[src/pts_pkg.sv]
// ----------------------------------------------------------------------------
// pts_pkg
// Shared types and constants of the priority task scheduler.
// ----------------------------------------------------------------------------
package pts_pkg;

  localparam int unsigned TaskCountDefault = 8;
  localparam int unsigned PrioBitsDefault  = 4;
  localparam int unsigned SpWidth          = 32;
  localparam int unsigned SlotWidth        = 3;
  localparam int unsigned PrioInWidth      = 4;

  typedef enum logic [1:0] {
    FUNC_TICK    = 2'd0,
    FUNC_SWITCH  = 2'd1,
    FUNC_DELAY   = 2'd2,
    FUNC_INSTALL = 2'd3
  } func_e;

  typedef enum logic [3:0] {
    ST_IDLE,
    ST_HEAD_RD,
    ST_HEAD_WAIT,
    ST_HEAD_USE,
    ST_TICK_RD,
    ST_TICK_WR,
    ST_PAIR_RD,
    ST_PAIR_WAIT,
    ST_PAIR_CMP,
    ST_PAIR_WR,
    ST_OUT_RD,
    ST_OUT_WAIT,
    ST_OUT_LD,
    ST_OUT
  } state_e;

endpackage

[src/priority_task_scheduler.sv]
// ----------------------------------------------------------------------------
// priority_task_scheduler
// Task scheduler: task records and the order list in synchronous memories,
// a sequencer that reads, modifies and writes them back.
// ----------------------------------------------------------------------------
// Usage:
//   Input channel (in_valid_i/in_ready_o) carries one item: tick, switch,
//   delay of the head task or task install. Every item gives one result on
//   the output channel (out_valid_o/out_ready_i): head task, its saved
//   stack pointer and the list-built flag.
//   One item is worked at a time. A tick visits each record in turn.
//   A switch updates the head record or, on the first switch, writes the
//   list 0..TaskCount-1, then runs bubble passes: each pair compare reads
//   both order entries, reads both records, compares and writes back, and
//   a switch runs up to TaskCount-1 passes. After the result is taken the
//   block returns to idle before the next intake. Reset clears all records
//   (valid bits) and the list-built flag; the block accepts items right
//   after reset. A finished result sits in an output register; while the
//   receiver stalls no new item is accepted.
// ----------------------------------------------------------------------------
module priority_task_scheduler import pts_pkg::*; #(
  parameter int unsigned TaskCount = TaskCountDefault,
  parameter int unsigned PrioBits  = PrioBitsDefault
) (
  input  logic                   clk_i,
  input  logic                   rst_ni,
  input  logic                   in_valid_i,
  output logic                   in_ready_o,
  input  logic [1:0]             func_i,
  input  logic [SpWidth-1:0]     current_sp_i,
  input  logic [SpWidth-1:0]     delay_ticks_i,
  input  logic [SlotWidth-1:0]   task_slot_i,
  input  logic [SpWidth-1:0]     initial_sp_i,
  input  logic [PrioInWidth-1:0] task_priority_i,
  output logic                   out_valid_o,
  input  logic                   out_ready_i,
  output logic [SpWidth-1:0]     next_sp_o,
  output logic [SlotWidth-1:0]   head_task_o,
  output logic                   list_ready_o
);

  localparam int unsigned IdxW = (TaskCount > 1) ? $clog2(TaskCount) : 1;
  localparam int unsigned RecW = 1 + SpWidth + SpWidth + PrioBits;

  // record layout: {blocked, count, sp, prio}
  typedef struct packed {
    logic                blk;
    logic [SpWidth-1:0]  cnt;
    logic [SpWidth-1:0]  sp;
    logic [PrioBits-1:0] prio;
  } rec_t;

  state_e state_q, state_d;

  // latched item
  logic [1:0]             func_q;
  logic [SpWidth-1:0]     sp_in_q, ticks_q;
  logic [SlotWidth-1:0]   slot_q;
  logic [PrioInWidth-1:0] prio_q;

  logic built_q, built_d;
  logic [IdxW:0] i_q, i_d;         // pair/entry index
  logic [IdxW:0] pass_q, pass_d;
  logic swapped_q, swapped_d;
  logic pair_sw_q;                 // current pair swapped
  logic [IdxW-1:0] a_q, a_d, b_q, b_d;
  logic [IdxW-1:0] head_q, head_d;

  logic [SpWidth-1:0]   osp_q, osp_d;
  logic [SlotWidth-1:0] ohead_q, ohead_d;
  logic                 olist_q, olist_d;

  // memory ports
  logic t_we;
  logic [IdxW-1:0] t_wa, t_ra, t_rb;
  rec_t t_wd, t_da, t_db;
  logic o_we;
  logic [IdxW-1:0] o_wa, o_wd, o_ra, o_rb, o_da, o_db;

  pts_task_mem #(.TaskCount(TaskCount), .RecWidth(RecW)) u_tmem (
    .clk_i, .rst_ni,
    .we_i(t_we), .waddr_i(t_wa), .wdata_i(t_wd),
    .raddr_a_i(t_ra), .raddr_b_i(t_rb),
    .rdata_a_o(t_da), .rdata_b_o(t_db)
  );

  pts_order_mem #(.TaskCount(TaskCount)) u_omem (
    .clk_i,
    .we_i(o_we), .waddr_i(o_wa), .wdata_i(o_wd),
    .raddr_a_i(o_ra), .raddr_b_i(o_rb),
    .rdata_a_o(o_da), .rdata_b_o(o_db)
  );

  // pair compare
  logic prio_w, do_swap;
  always_comb begin
    prio_w = (t_da.prio < t_db.prio) ||
             ((t_da.prio == t_db.prio) && (pass_q == '0));
    if (t_da.blk != t_db.blk)      do_swap = !t_db.blk;
    else if (!t_da.blk)            do_swap = prio_w;
    else if (t_da.cnt != t_db.cnt) do_swap = t_da.cnt > t_db.cnt;
    else                           do_swap = prio_w;
  end

  assign in_ready_o  = (state_q == ST_IDLE);
  assign out_valid_o = (state_q == ST_OUT);
  assign next_sp_o   = osp_q;
  assign head_task_o = ohead_q;
  assign list_ready_o = olist_q;

  logic [IdxW:0] last_idx;
  assign last_idx = (IdxW+1)'(TaskCount - 1);

  // sequencer
  always_comb begin
    state_d = state_q; built_d = built_q; i_d = i_q; pass_d = pass_q;
    swapped_d = swapped_q; a_d = a_q; b_d = b_q; head_d = head_q;
    osp_d = osp_q; ohead_d = ohead_q; olist_d = olist_q;
    t_we = 1'b0; t_wa = '0; t_wd = t_da; t_ra = '0; t_rb = '0;
    o_we = 1'b0; o_wa = '0; o_wd = '0; o_ra = '0; o_rb = '0;
    case (state_q)
      ST_IDLE: begin
        if (in_valid_i) begin
          i_d = '0;
          case (func_e'(func_i))
            FUNC_TICK:    state_d = ST_TICK_RD;
            FUNC_SWITCH:  state_d = ST_HEAD_RD;
            FUNC_DELAY:   state_d = built_q ? ST_HEAD_RD : ST_OUT_RD;
            default:      state_d = ST_HEAD_RD;
          endcase
        end
      end
      // install, list build on the first switch, or head lookup
      ST_HEAD_RD: begin
        if (func_e'(func_q) == FUNC_INSTALL) begin
          if (32'(slot_q) < 32'(TaskCount)) begin
            t_ra    = IdxW'(slot_q);
            head_d  = IdxW'(slot_q);
            state_d = ST_HEAD_WAIT;
          end else begin
            state_d = ST_OUT_RD;
          end
        end else if (func_e'(func_q) == FUNC_SWITCH && !built_q) begin
          o_we = 1'b1; o_wa = i_q[IdxW-1:0]; o_wd = i_q[IdxW-1:0];
          if (i_q == last_idx) begin
            built_d = 1'b1; i_d = '0; pass_d = '0; swapped_d = 1'b0;
            state_d = ST_PAIR_RD;
          end else begin
            i_d = i_q + 1'b1;
          end
        end else begin
          o_ra = '0;
          state_d = ST_HEAD_WAIT;
        end
      end
      ST_HEAD_WAIT: begin
        if (func_e'(func_q) != FUNC_INSTALL) begin
          head_d = o_da;
          t_ra   = o_da;
        end else begin
          t_ra   = head_q;
        end
        state_d = ST_HEAD_USE;
      end
      ST_HEAD_USE: begin
        t_we = 1'b1; t_wa = head_q; t_wd = t_da;
        case (func_e'(func_q))
          FUNC_INSTALL: begin
            t_wd.sp = sp_in_q; t_wd.blk = 1'b0;
            t_wd.prio = PrioBits'(prio_q);
          end
          FUNC_DELAY: begin
            if (ticks_q != '0) begin
              t_wd.blk = 1'b1; t_wd.cnt = ticks_q;
            end
          end
          default: t_wd.sp = sp_in_q;
        endcase
        i_d = '0; pass_d = '0; swapped_d = 1'b0;
        state_d = (func_e'(func_q) == FUNC_SWITCH) ? ST_PAIR_RD : ST_OUT_RD;
      end
      // tick: read each record, write back blocked ones with a decremented count
      ST_TICK_RD: begin
        t_ra = i_q[IdxW-1:0];
        state_d = ST_TICK_WR;
      end
      ST_TICK_WR: begin
        t_wd = t_da;
        if (t_da.blk && t_da.cnt != '0) begin
          t_we = 1'b1; t_wa = i_q[IdxW-1:0];
          t_wd.cnt = t_da.cnt - 1'b1;
          if (t_da.cnt == SpWidth'(1)) t_wd.blk = 1'b0;
        end
        if (i_q == last_idx) state_d = ST_OUT_RD;
        else begin
          i_d = i_q + 1'b1; state_d = ST_TICK_RD;
        end
      end
      // bubble pass
      ST_PAIR_RD: begin
        o_ra = i_q[IdxW-1:0];
        o_rb = IdxW'(i_q + 1'b1);
        state_d = ST_PAIR_WAIT;
      end
      ST_PAIR_WAIT: begin
        a_d = o_da; b_d = o_db;
        t_ra = o_da; t_rb = o_db;
        state_d = ST_PAIR_CMP;
      end
      ST_PAIR_CMP: begin
        if (do_swap) begin
          swapped_d = 1'b1;
          o_we = 1'b1; o_wa = i_q[IdxW-1:0]; o_wd = b_q;
          state_d = ST_PAIR_WR;
        end else begin
          state_d = ST_PAIR_WR;
        end
      end
      ST_PAIR_WR: begin
        if (pair_sw_q) begin
          o_we = 1'b1; o_wa = IdxW'(i_q + 1'b1); o_wd = a_q;
        end
        if (i_q + 1'b1 == last_idx) begin
          if (!swapped_q || pass_q + 1'b1 == last_idx) state_d = ST_OUT_RD;
          else begin
            pass_d = pass_q + 1'b1; swapped_d = 1'b0; i_d = '0;
            state_d = ST_PAIR_RD;
          end
        end else begin
          i_d = i_q + 1'b1; state_d = ST_PAIR_RD;
        end
      end
      // result
      ST_OUT_RD: begin
        o_ra = '0;
        state_d = ST_OUT_WAIT;
      end
      ST_OUT_WAIT: begin
        t_ra = built_q ? o_da : '0; head_d = o_da;
        state_d = ST_OUT_LD;
      end
      ST_OUT_LD: begin
        osp_d = built_q ? t_da.sp : '0;
        state_d = ST_OUT;
      end
      ST_OUT: begin
        if (out_ready_i) state_d = ST_IDLE;
      end
      default: state_d = ST_IDLE;
    endcase
    if (state_q == ST_OUT_WAIT) begin
      ohead_d = SlotWidth'(o_da);
      olist_d = built_q;
      if (!built_q) ohead_d = '0;
    end
  end

  always_ff @(posedge clk_i or negedge rst_ni) begin
    if (!rst_ni) begin
      state_q <= ST_IDLE;
      built_q <= 1'b0;
      i_q <= '0; pass_q <= '0; pair_sw_q <= 1'b0;
    end else begin
      state_q <= state_d;
      built_q <= built_d;
      i_q <= i_d; pass_q <= pass_d;
      pair_sw_q <= (state_q == ST_PAIR_CMP) ? do_swap : pair_sw_q;
    end
  end

  always_ff @(posedge clk_i) begin
    if (state_q == ST_IDLE && in_valid_i) begin
      func_q <= func_i; ticks_q <= delay_ticks_i;
      slot_q <= task_slot_i; prio_q <= task_priority_i;
      sp_in_q <= (func_e'(func_i) == FUNC_SWITCH) ? current_sp_i : initial_sp_i;
    end
    swapped_q <= swapped_d;
    a_q <= a_d;
    b_q <= b_d;
    head_q <= head_d;
    ohead_q <= ohead_d; olist_q <= olist_d;
    osp_q <= osp_d;
  end

endmodule

[src/pts_task_mem.sv]
// ----------------------------------------------------------------------------
// pts_task_mem
// Task record memory: one write port, two registered read ports.
// Valid bits make unwritten records read as cleared.
// ----------------------------------------------------------------------------
module pts_task_mem import pts_pkg::*; #(
  parameter int unsigned TaskCount = TaskCountDefault,
  parameter int unsigned RecWidth  = 69,
  localparam int unsigned IdxW     = (TaskCount > 1) ? $clog2(TaskCount) : 1
) (
  input  logic                clk_i,
  input  logic                rst_ni,
  input  logic                we_i,
  input  logic [IdxW-1:0]     waddr_i,
  input  logic [RecWidth-1:0] wdata_i,
  input  logic [IdxW-1:0]     raddr_a_i,
  input  logic [IdxW-1:0]     raddr_b_i,
  output logic [RecWidth-1:0] rdata_a_o,
  output logic [RecWidth-1:0] rdata_b_o
);

  logic [RecWidth-1:0] mem [TaskCount];
  logic [TaskCount-1:0] vld_q;
  logic [RecWidth-1:0] ra_q, rb_q;
  logic va_q, vb_q;

  // storage
  always_ff @(posedge clk_i) begin
    if (we_i) mem[waddr_i] <= wdata_i;
    ra_q <= mem[raddr_a_i];
    rb_q <= mem[raddr_b_i];
  end

  // valid bits
  always_ff @(posedge clk_i or negedge rst_ni) begin
    if (!rst_ni) begin
      vld_q <= '0;
      va_q  <= 1'b0;
      vb_q  <= 1'b0;
    end else begin
      if (we_i) vld_q[waddr_i] <= 1'b1;
      va_q <= vld_q[raddr_a_i];
      vb_q <= vld_q[raddr_b_i];
    end
  end

  assign rdata_a_o = va_q ? ra_q : '0;
  assign rdata_b_o = vb_q ? rb_q : '0;

endmodule

[src/pts_order_mem.sv]
// ----------------------------------------------------------------------------
// pts_order_mem
// Order list memory: one write port, two registered read ports.
// ----------------------------------------------------------------------------
module pts_order_mem import pts_pkg::*; #(
  parameter int unsigned TaskCount = TaskCountDefault,
  localparam int unsigned IdxW     = (TaskCount > 1) ? $clog2(TaskCount) : 1
) (
  input  logic            clk_i,
  input  logic            we_i,
  input  logic [IdxW-1:0] waddr_i,
  input  logic [IdxW-1:0] wdata_i,
  input  logic [IdxW-1:0] raddr_a_i,
  input  logic [IdxW-1:0] raddr_b_i,
  output logic [IdxW-1:0] rdata_a_o,
  output logic [IdxW-1:0] rdata_b_o
);

  logic [IdxW-1:0] mem [TaskCount];

  always_ff @(posedge clk_i) begin
    if (we_i) mem[waddr_i] <= wdata_i;
    rdata_a_o <= mem[raddr_a_i];
    rdata_b_o <= mem[raddr_b_i];
  end

endmodule

[config.mk]
export PLATFORM = sky130hd
export DESIGN_NAME = priority_task_scheduler
export DESIGN_NICKNAME = d
export VERILOG_FILES = /design/src/pts_pkg.sv /design/src/priority_task_scheduler.sv /design/src/pts_task_mem.sv /design/src/pts_order_mem.sv
export SDC_FILE = /design/constraint.sdc
export NUM_CORES = 1
export LEC_CHECK = 0
export ABC_AREA = 1
export BUFFER_PORTS_ARGS = -buffer_cell sky130_fd_sc_hd__clkbuf_2
export CAP_MARGIN = 15
export CORE_MARGIN = 2
export CORE_UTILIZATION = 30
export DETAILED_ROUTE_END_ITERATION = 8
export GPL_ROUTABILITY_DRIVEN = 0
export SLEW_MARGIN = 20
export SYNTH_ARGS = -nofsm -noshare
export SYNTH_HDL_FRONTEND = slang
export SYNTH_SLANG_ARGS = --single-unit
[constraint.sdc]
create_clock -name clk_i -period 8.2 [get_ports clk_i]
set_input_delay 1.64 -clock clk_i [delete_from_list [all_inputs] [get_ports clk_i]]
set_output_delay 1.64 -clock clk_i [all_outputs]
set_load 0.05 [all_outputs]
* Yosys cells after proc, flatten, opt, wreduce, memory -nomap -nowiden
Memory sizes are Yosys's and may differ from the RTL's. A register that Yosys moved wholly into a read port is not among the register bits.
Cells that the tools add are included.
** Word-level totals
- Register bits :: 143
- Memory bits (writable) :: 576
- Input port bits :: 109
- Word-level logic and storage cells :: 179
- Memories :: 2
** Operators by class
- $add $sub $neg :: 3
- Order comparisons :: 6
- Equality and inequality tests :: 38
- Muxes and demuxes :: 83
- Bitwise logic cells :: 2
- Reductions and logical operators :: 25
** Memory list
- u_tmem.mem :: words 8, bits a word 69, read ports 2, clocked after Yosys merged registers in 2, wr ports 1, RTL line pts_task_mem.sv:22 : logic [RecWidth-1:0] mem [TaskCount];
- u_omem.mem :: words 8, bits a word 3, read ports 2, clocked after Yosys merged registers in 2, wr ports 1, RTL line pts_order_mem.sv:19 : logic [IdxW-1:0] mem [TaskCount];
** Operators with widths (count)
- two-way mux 69 bit :: 2
- case mux 69 bit (2 select lines) :: 1
- two-way mux 32 bit :: 3
- two-way mux 4 bit :: 23
- two-way mux 33 bit :: 2
- nonzero test 32 bit :: 2
- case mux 4 bit (14 select lines) :: 1
- two-way mux 3 bit :: 14
- equality test 32 x 1 -> 1 bit, second input constant :: 1
- greater-than comparator 32 bit :: 1
- != test 32 bit :: 1
- subtractor 32 x 1 -> 32 bit, second input constant :: 1
- equality test 4 x 3 -> 1 bit, second input constant :: 7
- case mux 3 bit (3 select lines) :: 3
- equality test 4 bit, second input constant :: 6
- two-way mux 1 bit :: 22
- != test 2 bit, second input constant :: 10
- case mux 4 bit (5 select lines) :: 1
- case mux 3 bit (5 select lines) :: 1
- < comparator 3 x 4 -> 1 bit, second input constant :: 3
- case mux 4 bit (3 select lines) :: 1
- AND reduction 6 bit :: 2
- adder 4 x 1 -> 4 bit, second input constant :: 2
- equality test 4 x 2 -> 1 bit, second input constant :: 2
- other kinds (31) :: 45

* Longest topological paths before layout
- Depth in word-level cells :: 11
- Depth in mapped cells :: 22
- Mapped depth without buffers :: 21

* By module
Synthesis repeated with hierarchy kept, for this count alone.
** Second synthesis, totals
- Cell total of the unflattened synthesis :: 5483
- Area total of the unflattened synthesis :: 44368.8 um^2
** Modules (own cells, without submodules)
- pts_task_mem :: instances 1, cells each 4177, area each 33737.4 um^2, sequential area each 19588.8 um^2
- priority_task_scheduler :: instances 1, cells each 1123, area each 9163.8 um^2, sequential area each 3923.8 um^2
- pts_order_mem :: instances 1, cells each 183, area each 1467.7 um^2, sequential area each 840.8 um^2

* Worst setup path after synthesis
Ideal clock, no wire load.
- Kind :: register to register
- From :: register u_tmem.va_q
- To :: memory u_tmem.mem[0][0] (enable)
- Arrival time :: 4.803 ns
- Required time :: 7.704 ns
- Setup slack :: 2.901 ns
- Stages on the path, launching flop included :: 15
- Path buffers :: 2
- Period minus slack after synthesis :: 5.299 ns
- Cells stage by stage :: dfrtp_1 > buf_2 > buf_2 > nand2_1 > ha_1 > inv_1 > nor2_1 > nand2_1 > nor2_1 > nand2_1 > nand2_2 > o22ai_2 > inv_2 > nand2_1 > nor2_1
** Between the ends
- Longest elaborated chain between the ends :: 7
** Ends and longest elaborated chain
- start: declaration :: RTL line pts_task_mem.sv:25 : logic va_q, vb_q;
- start signal: assignment :: RTL line pts_task_mem.sv:42 : va_q <= vld_q[raddr_a_i];
- two-way mux 69 bit * :: RTL line pts_task_mem.sv:47 : assign rdata_a_o = va_q ? ra_q : '0;
- nonzero test 32 bit :: RTL line priority_task_scheduler.sv:189 : if (t_da.blk && t_da.cnt != '0) begin
- logical AND 1 bit * :: RTL line priority_task_scheduler.sv:189
- two-way mux 1 bit :: RTL line priority_task_scheduler.sv:189
- case mux 1 bit (2 select lines) :: RTL line priority_task_scheduler.sv:121 : case (state_q)
- two-way mux 1 bit :: RTL line pts_task_mem.sv:29 : if (we_i) mem[waddr_i] <= wdata_i;
- two-way mux 1 bit (not written as such) :: RTL line pts_task_mem.sv:29
- end: declaration :: RTL line pts_task_mem.sv:22
Every way passes the cells marked *; elsewhere a longest branch is shown, timed or not.

* Worst setup path in the final report
- From :: register u_tmem.va_q
- To :: memory u_tmem.mem[0][34] (enable)
Same word-level chain as after synthesis.

==> impl_metrics.tcl <==
set metrics [dict create \
    status "completed" \
    syn_nets 3618 \
    cp.arrival_ps 5490 \
    hold_path.class "reg -> reg" \
    power.clock.fraction_pct 26.3 \
    fin_skew_ps 29.96 \
    yosys.area.top_type "edfxtp_1" \
    post-cts-setup-buffers 0 \
    cts_resized 0 \
    report.final.slew_viol_count 0 \
    ys_ff_latch 831 \
    rsz0062_at_grt "no" \
    synth_compound_area_share_pct 13.43 \
    p_per_area_nw_per_um2 360.5 \
    grt_pass1_vias 25566 \
    root_buffer "clkbuf_16" \
    cts_hold_buf 0 \
    stdcell_area_um2 42650 \
    synth-edff-count 695 \
    postSynth.asyncResetShare_pct 2.888 \
    synthMuxAreaShare_pct 1.964 \
    synthCells 3467 \
    layout.cells.most_common_list "edfxtp_1, nand2_1, nor2_1" \
    grt_start_max_net_pins 177 \
    ys_top_cells_by_area "edfxtp_1, dfxtp_1, nand2_1" \
    combPwrFrac_pct 33.0 \
    grt_pass1_wl_um 150300 \
    cts_sinks 831 \
    cts_buffer_depth 3 \
    vias_per_cell 4.976 \
    setup_tns_ps 0 \
    layout-drive-gt1-share_pct 13.91 \
    vias 26139 \
    synth_top_family_by_area "simple AND/OR/NAND/NOR gates" \
    drc 0 \
    seq_area_frac_synth_pct 63.62 \
    hold_violations 0 \
    fp-row-count 129 \
    h-tree-depth 3 \
    grtUsageTotal_pct 15.24 \
    initial_core_util_pct 30.19 \
    switching_share_pct 35.88 \
    worstSetupStartpointType "register" \
    antenna_found_initial 1 \
    io_buffers 146 \
    synthFlopType "edfxtp_1" \
    synth_top_cell_area_share_pct 55.99 \
    antenna_left 0 \
    cts.clk_slew.worst_paths_ps 60 \
    coreArea_um2 123500 \
    synthAdderAreaFrac_pct 1.410 \
    seq_area_um2 23720 \
    seqPwrFrac_pct 40.7 \
    post-dp-hpwl_um 57830 \
    insertion_delay_ps 660 \
    antennaDiodeCount 0 \
    ys_types 52 \
    drt_first_pass_iters 6 \
    routedWlPerCell_um 18.78 \
    die_y_um 356.5 \
    max_freq_mhz 191.5 \
    timing_worst_setup_path_type "reg -> reg" \
    wirelength_um 98630 \
    worst_pin_slew_ps 1085 \
    drtIter0Drc 1974 \
    die_w_um 356.5 \
    fillers 12173 \
    ir_drop_mv 0.2456 \
    die-area_um2 127100 \
    synth_xor_xnor_area_share_pct 0.1880 \
    crit_fanout 69 \
    nNetsFinal 3692 \
    netSwitchingPower_mw 5.517 \
    cts_buffers 87 \
    final.period_utilization_pct 63.68 \
    crit_path_end_kind "register" \
    fin_crit_ps 5222 \
    synth_area_um2 37270 \
    max-slew-margin-rel_pct 27.53 \
    dpl_cell_area_um2 39630 \
    syn_avg_cell_area_um2 10.75 \
    syn_to_final_growth_pct 14.43 \
    synth_simple_gate_area_share_pct 14.33 \
    cts_tree "done" \
    multi_input_area_um2 11800 \
    gr-total-overflow 0 \
    io_pins 147 \
    ys_warn_count 0 \
    final_common_cell "edfxtp_1" \
    internal_power_mw 9.859 \
    maxCapViolations 0 \
    setup_viol 0 \
    required_ps 8470 \
    power_leakage_nw 15.65 \
]
[metal layers]
| metal | GRT usage (%) | routed length, µm | up-vias |
|---|---|---|---|
| li1 | - | - | 12441 |
| met1 | 20.72 | 44560 | 12676 |
| met2 | 24.86 | 45830 | 851 |
| met3 | 2.558 | 5676 | 169 |
| met4 | 4.608 | 2545 | 2 |
| met5 | 0 | 13 | - |
[logic make-up after synthesis]
group | after synthesis
compound gates | 758
xor+xnor | 8
fa+ha+maj | 42
buf+inv | 466
flops | 831
mux | 65
simple gates | 1297
[stage by stage]
stage	power [mW]	hold WS [ps]	instances	setup WS, ps	util (%)
global route	16.29	489.2	5253	2670	34.55
global placement	11.31	440.7	5086	3150	32.10
finish	15.38	459.2	5253	2978	34.55
floorplan	9.841	408.6	3467	2901	-
detailed placement	11.37	440.3	5086	2993	32.10
CTS	15.46	463.7	5250	2947	34.49
[power by group through the flow]
stage	clock network, mW	logic [mW]	registers (mW)
after floorplan	0	3.59	6.25
after CTS	4.12	5.07	6.26
after global placement	0	4.98	6.33
after detailed placement	0	5.03	6.34
final	4.04	5.07	6.26
after global routing	4.30	5.67	6.32
[path summary, 6_finish.rpt]
path                                              from                          end  slack, ps  depth (start not counted)
setup / recovery                 u_tmem.va_q$_DFF_PN0_  u_tmem.mem[0][34]$_DFFE_PP_       2980                         12
hold / removal             u_omem.rdata_b_o[0]$_DFF_P_             b_q[0]$_DFFE_PN_        460                          0
setup reg to reg                 u_tmem.va_q$_DFF_PN0_  u_tmem.mem[0][34]$_DFFE_PP_       2980                         12
hold reg to reg            u_omem.rdata_b_o[0]$_DFF_P_             b_q[0]$_DFFE_PN_        460                          0
max in group asynchronous                       rst_ni        u_tmem.va_q$_DFF_PN0_       6660                          1
min in group asynchronous                       rst_ni       state_q[3]$_DFFE_PN0P_       1020                          1
[synthesized netlist by cell type, types with 4 or more instances]
cell	number
o21a_1	13
xor2_1	7
inv_1	254
mux2_2	65
nand3_1	55
nor3_1	29
o21ai_1	41
nor4_1	5
inv_2	12
buf_4	7
a211oi_1	48
nor2_1	487
o221ai_1	15
or2_2	69
nor2_2	5
dfxtp_1	112
or2_0	9
nand2_2	4
a21oi_1	98
clkbuf_1	104
ha_1	42
o21ai_0	126
o22ai_1	8
a31oi_1	44
buf_1	10
nor2_4	4
buf_2	73
o211ai_1	217
or2_1	13
o21bai_1	14
nand4_1	15
edfxtp_1	695
dfrtp_1	24
o31ai_1	119
nand2_1	596
[sequential cells by signal, indices dropped and copies added, names as in the netlist, 2 cells and up]
signal	cells
u_omem.rdata_a_o	3
state_q	4
ticks_q	32
u_tmem.vld_q	8
head_task_o	3
prio_q	4
u_omem.mem	24
pass_q	4
func_q	2
b_q	3
head_q	3
slot_q	3
u_tmem.ra_q	69
a_q	3
u_omem.rdata_b_o	3
u_tmem.mem	552
next_sp_o	32
u_tmem.rb_q	37
sp_in_q	32
i_q	4
[worst max-delay path, stage by stage (launching register included)]
cell and delay (ps):
dfrtp_4 850, nand2_1 310, inv_1 110, nor2_1 220
nand2_1 140, nor3_1 470, nand2_1 220, nand2_2 230
o22ai_2 210, inv_2 260, nand2_1 150, nor2_4 830
buf_4 760
[area by class of cell]
cell class                 count  share of cell area [%]
tap                         1637                   4.802
multi-input combinational   2170                   27.65
inverter                     269                   2.411
clock buffer                 124                   5.884
clock inverter                40                   1.050
timing repair buffer         182                   2.599
sequential                   831                   55.60
(Power assumes the default switching activity.)
